--- src/tpse_pkg.sv ---
// Shared types and constants for the transport stream PSI section extractor.
`timescale 1ns / 1ps

package tpse_pkg;

    // Field widths
    localparam int unsigned BYTE_W  = 8;
    localparam int unsigned PID_W   = 13;
    localparam int unsigned COUNT_W = 13;

    // Packet framing
    localparam logic [BYTE_W-1:0] SYNC_MARK   = 8'h47;
    localparam logic [BYTE_W-1:0] PACKET_LAST = 8'd187;

    // Header byte positions within a packet
    localparam logic [BYTE_W-1:0] POS_SYNC     = 8'd0;
    localparam logic [BYTE_W-1:0] POS_PID_HI   = 8'd1;
    localparam logic [BYTE_W-1:0] POS_PID_LO   = 8'd2;
    localparam logic [BYTE_W-1:0] POS_FLAGS    = 8'd3;
    localparam logic [BYTE_W-1:0] POS_POINTER  = 8'd4;
    localparam logic [BYTE_W-1:0] POS_LEN_HI   = 8'd6;
    localparam logic [BYTE_W-1:0] POS_LEN_LO   = 8'd7;

    // Bit fields within header bytes
    localparam int unsigned START_BIT = 6;

    // One result beat
    typedef struct packed {
        logic [BYTE_W-1:0] section_byte;
        logic              sync_error;
    } t_result;

    // Result beat with its strobe, parser to output buffer
    typedef struct packed {
        logic    valid;
        t_result data;
    } t_beat;

    // Status of the parser
    typedef struct packed {
        logic halted;
    } t_parse_status;

    // Status of the output buffer
    typedef struct packed {
        logic main_valid;
        logic skid_valid;
    } t_buf_status;

endpackage

--- src/tpse_stream_if.sv ---
// Valid/ready channel interfaces for the input byte stream and the section result stream.
`timescale 1ns / 1ps

interface tpse_in_if;
    logic       valid;
    logic       ready;
    logic [7:0] ts_byte;

    modport source (output valid, output ts_byte, input ready);
    modport sink   (input valid, input ts_byte, output ready);
endinterface

interface tpse_out_if;
    logic       valid;
    logic       ready;
    logic [7:0] section_byte;
    logic       sync_error;

    modport source (output valid, output section_byte, output sync_error, input ready);
    modport sink   (input valid, input section_byte, input sync_error, output ready);
endinterface

--- src/tpse_parser.sv ---
// Packet header parser and section byte selector, one input beat per cycle while input is accepted.
`timescale 1ns / 1ps

module tpse_parser (
    input  logic                             i_clk,
    input  logic                             i_rst_n,
    input  logic                             i_accept,
    input  logic [tpse_pkg::BYTE_W-1:0]      i_byte,
    input  logic [tpse_pkg::PID_W-1:0]       i_target_pid,
    output tpse_pkg::t_beat                  o_beat,
    output tpse_pkg::t_parse_status          o_status
);
    import tpse_pkg::*;

    logic [BYTE_W-1:0]  r_pos,       n_pos;
    logic [4:0]         r_pid_hi,    n_pid_hi;
    logic               r_start,     n_start;
    logic               r_pid_match, n_pid_match;
    logic [3:0]         r_len_hi,    n_len_hi;
    logic [COUNT_W-1:0] r_remain,    n_remain;
    logic               r_halted,    n_halted;

    // Decode the byte at its packet position and pick the result
    always_comb begin
        n_pos       = r_pos;
        n_pid_hi    = r_pid_hi;
        n_start     = r_start;
        n_pid_match = r_pid_match;
        n_len_hi    = r_len_hi;
        n_remain    = r_remain;
        n_halted    = r_halted;
        o_beat      = '0;

        if (i_accept && !r_halted) begin
            n_pos = (r_pos == PACKET_LAST) ? '0 : r_pos + 8'd1;
            unique case (r_pos)
                POS_SYNC: begin
                    // Bad sync: flag once and stop
                    if (i_byte != SYNC_MARK) begin
                        n_halted               = 1'b1;
                        o_beat.valid           = 1'b1;
                        o_beat.data.sync_error = 1'b1;
                    end
                end
                POS_PID_HI: begin
                    n_pid_hi = i_byte[4:0];
                    n_start  = i_byte[START_BIT];
                end
                POS_PID_LO: begin
                    n_pid_match = ({r_pid_hi, i_byte} == i_target_pid);
                end
                POS_FLAGS: begin
                    n_pid_match = r_pid_match;
                end
                default: begin
                    if (r_pid_match) begin
                        if (r_start && r_pos <= POS_LEN_LO) begin
                            // Section header bytes always lie inside the section
                            if (r_pos != POS_POINTER) begin
                                o_beat.valid             = 1'b1;
                                o_beat.data.section_byte = i_byte;
                            end
                            if (r_pos == POS_LEN_HI) begin
                                n_len_hi = i_byte[3:0];
                            end
                            if (r_pos == POS_LEN_LO) begin
                                n_remain = {1'b0, r_len_hi, i_byte};
                            end
                        end else if (r_remain != '0) begin
                            n_remain                 = r_remain - 13'd1;
                            o_beat.valid             = 1'b1;
                            o_beat.data.section_byte = i_byte;
                        end
                    end
                end
            endcase
        end
    end

    assign o_status.halted = r_halted;

    // Hold parser state
    always_ff @(posedge i_clk) begin
        if (!i_rst_n) begin
            r_pos       <= '0;
            r_pid_hi    <= '0;
            r_start     <= 1'b0;
            r_pid_match <= 1'b0;
            r_len_hi    <= '0;
            r_remain    <= '0;
            r_halted    <= 1'b0;
        end else begin
            r_pos       <= n_pos;
            r_pid_hi    <= n_pid_hi;
            r_start     <= n_start;
            r_pid_match <= n_pid_match;
            r_len_hi    <= n_len_hi;
            r_remain    <= n_remain;
            r_halted    <= n_halted;
        end
    end

endmodule

--- src/tpse_out_buf.sv ---
// Two-entry result buffer: output register plus skid stage.
`timescale 1ns / 1ps

module tpse_out_buf (
    input  logic                     i_clk,
    input  logic                     i_rst_n,
    input  tpse_pkg::t_beat          i_beat,
    input  logic                     i_pop_ready,
    output tpse_pkg::t_result        o_data,
    output tpse_pkg::t_buf_status    o_status
);
    import tpse_pkg::*;

    logic    r_main_valid, n_main_valid;
    logic    r_skid_valid, n_skid_valid;
    t_result r_main,       n_main;
    t_result r_skid,       n_skid;
    logic    pop;

    assign pop = r_main_valid && i_pop_ready;

    // Advance skid into main on a pop, otherwise fill the free slot
    always_comb begin
        n_main_valid = r_main_valid;
        n_skid_valid = r_skid_valid;
        n_main       = r_main;
        n_skid       = r_skid;
        if (pop) begin
            if (r_skid_valid) begin
                n_main       = r_skid;
                n_skid_valid = 1'b0;
            end else begin
                n_main_valid = i_beat.valid;
                n_main       = i_beat.data;
            end
        end else if (i_beat.valid) begin
            if (!r_main_valid) begin
                n_main_valid = 1'b1;
                n_main       = i_beat.data;
            end else begin
                n_skid_valid = 1'b1;
                n_skid       = i_beat.data;
            end
        end
    end

    // Hold valid flags under reset; payload needs none
    always_ff @(posedge i_clk) begin
        if (!i_rst_n) begin
            r_main_valid <= 1'b0;
            r_skid_valid <= 1'b0;
        end else begin
            r_main_valid <= n_main_valid;
            r_skid_valid <= n_skid_valid;
        end
    end

    always_ff @(posedge i_clk) begin
        r_main <= n_main;
        r_skid <= n_skid;
    end

    assign o_data              = r_main;
    assign o_status.main_valid = r_main_valid;
    assign o_status.skid_valid = r_skid_valid;

endmodule

--- src/ts_psi_section_extractor_unit.sv ---
// Top level of the transport stream PSI section extractor.
//
//  Channel   Dir  Payload                      Handshake
//  i_ts      in   ts_byte[7:0]                 valid/ready
//  o_sec     out  section_byte[7:0], sync_err  valid/ready
//  i_cfg_*   in   target_pid[12:0]             write enable, no wait
//
// One byte is taken every cycle while input ready is high; its result, if any,
// is registered in the output register, or in the skid entry if that is held.
// The per-byte work is a position counter and a few compares in the parser.
// Synchronous active-low reset clears the packet position and halt flag.
// A two-entry output buffer lets a result enter the skid entry while the output
// is stalled; input ready drops only when both entries are full.
`timescale 1ns / 1ps

module ts_psi_section_extractor_unit (
    input  logic                          i_clk,
    input  logic                          i_rst_n,
    input  logic                          i_cfg_we,
    input  logic [tpse_pkg::PID_W-1:0]    i_cfg_data,
    tpse_in_if.sink                       i_ts,
    tpse_out_if.source                    o_sec
);
    import tpse_pkg::*;

    logic [PID_W-1:0] r_target_pid;
    logic             accept;
    t_beat            beat;
    t_parse_status    parse_status;
    t_buf_status      buf_status;
    t_result          out_data;

    // Hold the configured PID
    always_ff @(posedge i_clk) begin
        if (!i_rst_n) begin
            r_target_pid <= '0;
        end else if (i_cfg_we) begin
            r_target_pid <= i_cfg_data;
        end
    end

    assign i_ts.ready = !buf_status.skid_valid;
    assign accept     = i_ts.valid && i_ts.ready;

    tpse_parser u_parser (
        .i_clk        (i_clk),
        .i_rst_n      (i_rst_n),
        .i_accept     (accept),
        .i_byte       (i_ts.ts_byte),
        .i_target_pid (r_target_pid),
        .o_beat       (beat),
        .o_status     (parse_status)
    );

    tpse_out_buf u_out_buf (
        .i_clk       (i_clk),
        .i_rst_n     (i_rst_n),
        .i_beat      (beat),
        .i_pop_ready (o_sec.ready),
        .o_data      (out_data),
        .o_status    (buf_status)
    );

    assign o_sec.valid        = buf_status.main_valid;
    assign o_sec.section_byte = out_data.section_byte;
    assign o_sec.sync_error   = out_data.sync_error;

    // Skid entry is only ever filled behind a full output register
    a_skid_behind_main: assert property (@(posedge i_clk) disable iff (!i_rst_n)
        buf_status.skid_valid |-> buf_status.main_valid)
        else $error("skid entry valid with output register empty");

    // An error beat carries a zero byte
    a_error_zero_byte: assert property (@(posedge i_clk) disable iff (!i_rst_n)
        (o_sec.valid && o_sec.sync_error) |-> (o_sec.section_byte == '0))
        else $error("sync error beat with non-zero byte");

    // Once halted, no further beat is produced
    a_halt_silent: assert property (@(posedge i_clk) disable iff (!i_rst_n)
        parse_status.halted |-> !beat.valid)
        else $error("result produced after halt");

    // Input back-pressure only with a beat waiting on the output
    a_ready_low_needs_out: assert property (@(posedge i_clk) disable iff (!i_rst_n)
        !i_ts.ready |-> o_sec.valid)
        else $error("input stalled with output empty");

endmodule

--- src/flat_wrapper.sv ---
// flat-port wrapper written by rule: the top's interface ports become plain ports
module ts_psi_section_extractor_unit_flat import tpse_pkg::*;
  (i_clk, i_rst_n, i_cfg_we, i_cfg_data, i_ts_valid, i_ts_ts_byte, i_ts_ready, o_sec_valid, o_sec_section_byte, o_sec_sync_error, o_sec_ready);
  tpse_in_if i_ts_i ();
  tpse_out_if o_sec_i ();
  input  logic i_clk;
  input  logic i_rst_n;
  input  logic i_cfg_we;
  input  logic [tpse_pkg::PID_W-1:0] i_cfg_data;
  input wire logic [$bits(i_ts_i.valid)-1:0] i_ts_valid;
  input wire logic [$bits(i_ts_i.ts_byte)-1:0] i_ts_ts_byte;
  output wire logic [$bits(i_ts_i.ready)-1:0] i_ts_ready;
  output wire logic [$bits(o_sec_i.valid)-1:0] o_sec_valid;
  output wire logic [$bits(o_sec_i.section_byte)-1:0] o_sec_section_byte;
  output wire logic [$bits(o_sec_i.sync_error)-1:0] o_sec_sync_error;
  input wire logic [$bits(o_sec_i.ready)-1:0] o_sec_ready;
  assign i_ts_i.valid = i_ts_valid;
  assign i_ts_i.ts_byte = i_ts_ts_byte;
  assign i_ts_ready = i_ts_i.ready;
  assign o_sec_valid = o_sec_i.valid;
  assign o_sec_section_byte = o_sec_i.section_byte;
  assign o_sec_sync_error = o_sec_i.sync_error;
  assign o_sec_i.ready = o_sec_ready;
  ts_psi_section_extractor_unit u_core (.i_clk(i_clk), .i_rst_n(i_rst_n), .i_cfg_we(i_cfg_we), .i_cfg_data(i_cfg_data), .i_ts(i_ts_i), .o_sec(o_sec_i));
endmodule
--- config.mk ---
export PLATFORM = sky130hd
export DESIGN_NAME = ts_psi_section_extractor_unit_flat
export DESIGN_NICKNAME = d
export VERILOG_FILES = /design/src/tpse_pkg.sv /design/src/tpse_stream_if.sv /design/src/tpse_parser.sv /design/src/tpse_out_buf.sv /design/src/ts_psi_section_extractor_unit.sv /design/src/flat_wrapper.sv
export SDC_FILE = /design/constraint.sdc
export NUM_CORES = 1
export LEC_CHECK = 0
export ABC_CLOCK_PERIOD_IN_PS = 3800
export BUFFER_PORTS_ARGS = -buffer_cell sky130_fd_sc_hd__buf_2
export CORE_UTILIZATION = 35
export DETAILED_ROUTE_END_ITERATION = 12
export HOLD_SLACK_MARGIN = 0.08
export PLACE_DENSITY_LB_ADDON = 0.3
export RECOVER_POWER = 25
export SETUP_SLACK_MARGIN = 0.02
export SYNTH_ARGS = -nofsm -noshare
export SYNTH_HDL_FRONTEND = slang
export SYNTH_SLANG_ARGS = --single-unit
--- constraint.sdc ---
create_clock -name i_clk -period 3.8 [get_ports i_clk]
set_clock_uncertainty 0.15 [all_clocks]
set_input_delay 0.57 -clock i_clk [delete_from_list [all_inputs] [get_ports i_clk]]
set_output_delay 0.57 -clock i_clk [all_outputs]
set_load 0.1 [all_outputs]
==> out/results.ini <==
[clock_tree]
post-cts-setup-buffer-count=0
cts_sinks=66
post_cts_resized=0
clockBufferDepth=2
holdBufCountCts=0
cts_tree=done
clk_pin_slew_ns=0.08
cts-root-buf=clkbuf_8
cts-htree-levels=3
cts_buffers=9
clock_latency_ns=0.35

[placement]
dp.cells=464
portBuffers=36
dp_hpwl_mm=5.15
place.gp.congestion=0.829
dp_slack_ns=0.949

[synthesis]
syn_inst=335
synth_top_family_by_area=simple AND/OR/NAND/NOR gates
ys.flop_type=dfxtp_1
synth_compound_area_share_pct=15.1
ys_seq_area_share_pct=46.4
synth_cell_type_count=57
muxShareOfSynthArea_pct=5.26
synth_nets=367
synth-edff-count=18
synthAdderAreaFrac_pct=2.32
ys_ff_latch=66
syn_area_per_cell_sq_um=9.66
synthSimpleGateAreaFrac_pct=21.9
synth_warnings=0
synth-async-reset-ratio_pct=0
synthXorXnorAreaFrac_pct=5.41
synth_area_sq_um=3240

[global_route]
grt_pass1_vias=2449
globalRouteTotalUtil_pct=16.0
grt-ovfl-total=0
grt_max_degree=26
antenna_found_initial=0
grt_pass1_wl_mm=12.1

[die]
start_util_pct=36.6
placeableCoreArea_sq_um=8850
fp.dieW_um=98.2
pin_count=37
dieArea_sq_um=9630
die_y_um=98.2
row_count=34

[worst_setup_path]
cp_max_fo=9
crit_path_start=u_core.u_out_buf.r_skid_valid
critPathKind=reg -> reg
reg2reg_from=u_core.u_out_buf.r_skid_valid
setup.worst_path.end_class=register
start_kind=register
critical_path_arrival_ns=2.90
crit_required_ns=3.71

[cells_and_area]
layout-drive-gt1-share_pct=16.1
final_nets=399
fin_cells=480
n_antenna_cell=0
area_delta_synth_final_pct=12.5

[sta]
fin_ws_ns=0.813
period_share_pct=78.6
slew_headroom_pct=22.2
rsz0062_at_grt=no
max_freq_ghz=0.335
min_period_ns=2.99
hold_slack_ns=0.308
tightest_slew_ns=1.17
fin_setup_tns_ns=0
drv_slew=0
final_hold_viol_count=0
setup_viol=0

[worst_hold_path]
min_from=o_sec_ready
min_path_type=in -> reg

[routing]
drc=0
vias=2556
drt_first_pass_iters=6
ant_nets=0
drt_wl_total_mm=7.23
drtIter0Drc=99
wl_per_cell_um=15.1
viasPerCell=5.33

[power_and_ir_drop]
peakVddDrop_mv=0.179
power.density_nw_per_um2=449
power.leakage_uw=0.00154

[flow_run]
cap_violations=0

[run_status]
status=finished clean

## metal layers
metal | wire [um] | vias to the layer above | part of all wire (%) | GRT usage [%]
li1 | - | 1285 | - | -
met4 | 92 | 0 | 1.3 | 5.74
met3 | 363 | 9 | 5.0 | 4.65
met5 | 0 | - | 0 | 0
met1 | 3530 | 1205 | 49 | 20.9
met2 | 3240 | 57 | 45 | 25.2
## worst paths after layout
check | to | slack [ns] | depth (start not counted)
worst max register to register | u_core.u_out_buf.r_skid[3] | 0.81 | 6
worst min-delay path | u_core.u_out_buf.r_skid_valid | 0.31 | 2
worst min register to register | u_core.u_parser.r_start | 0.32 | 2
worst max-delay path | u_core.u_out_buf.r_skid[3] | 0.81 | 6
## where the power goes
part / internal, uW / switching, uW / total [uW]
Combinational: 74.4 / 255 / 329
Sequential: 766 / 24.4 / 790
Clock: 234 / 281 / 514
## cell families (layout without fill, tap and decap cells)
kind of cell | after synthesis | in the layout
xor+xnor | 20 | 20
flops | 66 | 66
mux | 17 | 17
buf+inv | 26 | 63
fa+ha+maj | 6 | 6
compound gates | 68 | 68
simple gates | 132 | 132
## synthesized netlist by cell type (all sizes together), types with 2 or more instances
cell type / number / area share, %
and3: 3 / 0.62
a31oi: 2 / 0.39
o21ai: 6 / 0.93
nor3b: 3 / 1.2
or3: 2 / 0.39
nand3b: 3 / 0.70
nand3: 17 / 2.6
nor2: 45 / 5.2
nor4: 5 / 0.97
buf: 8 / 1.5
and4: 2 / 0.54
clkbuf: 11 / 1.3
or2: 2 / 0.39
edfxtp: 18 / 17
nand4: 7 / 1.4
mux2i: 17 / 5.3
ha: 6 / 2.3
o211ai: 8 / 2.0
or4: 3 / 0.81
a22oi: 3 / 0.70
xor2: 8 / 2.2
nor2b: 2 / 0.39
inv: 7 / 0.81
nor3: 4 / 0.62
a21o: 11 / 2.6
dfxtp: 48 / 30
nand2: 19 / 2.2
and2: 10 / 2.5
a21oi: 19 / 2.9
o31ai: 6 / 1.4
xnor2: 12 / 3.2
nor4b: 3 / 0.81
a221oi: 2 / 0.73
## flip-flops by register name, summed over array words and instances (netlist names)
name / flops
u_core.u_parser.r_remain: 13
u_core.u_out_buf.r_skid: 9
u_core.u_out_buf.r_main_valid: 1
u_core.u_parser.o_status: 1
u_core.u_parser.r_pid_hi: 5
u_core.u_out_buf.o_data: 9
u_core.u_parser.r_start: 1
u_core.u_out_buf.r_skid_valid: 1
u_core.r_target_pid: 13
u_core.u_parser.r_pid_match: 1
u_core.u_parser.r_pos: 8
u_core.u_parser.r_len_hi: 4
## layout by cell type, fill, tap and decap left out, types with 7 or more instances in the layout
cell type,netlist,final
nor2_1,45,45
clkbuf_8,0,9
xor2_1,8,8
a21oi_1,19,19
edfxtp_1,18,18
xnor2_1,12,12
nand4_1,7,7
mux2i_1,17,17
inv_1,7,7
clkbuf_1,11,11
o211ai_1,7,7
and2_4,7,7
a21o_1,11,11
dfxtp_1,48,48
nand2_1,19,19
buf_2,3,26
nand3_1,17,17
## through the flow
step | utilization (%) | total power, uW | area [sq um]
2_1_floorplan | - | 1070 | 3240
3_3_place_gp | 39.5 | 1130 | 3490
3_5_place_dp | 39.5 | 1140 | 3490
4_1_cts | 41.4 | 1660 | 3660
5_1_grt | 41.1 | 1710 | 3640
6_report | 41.1 | 1630 | 3640
## final cells by class
type / count / area, sq um
Timing Repair Buffer: 40 / 194
Sequential cell: 66 / 1500
Multi-Input combinational cell: 243 / 1610
Clock buffer: 9 / 124
Clock inverter: 7 / 46.3
Tap cell: 108 / 135
Inverter: 7 / 26.3
Fill cell: 887 / 5210
## worst max-delay path, cell delays in order, from the launching register on
cell and delay (ns):
dfxtp_1 0.34, nor3b_1 0.90, nor3b_4 0.48, and3_1 0.34, nor2_1 0.08, nor3b_1 0.19, buf_4 0.21
Power figures use the tool's default switching activity.
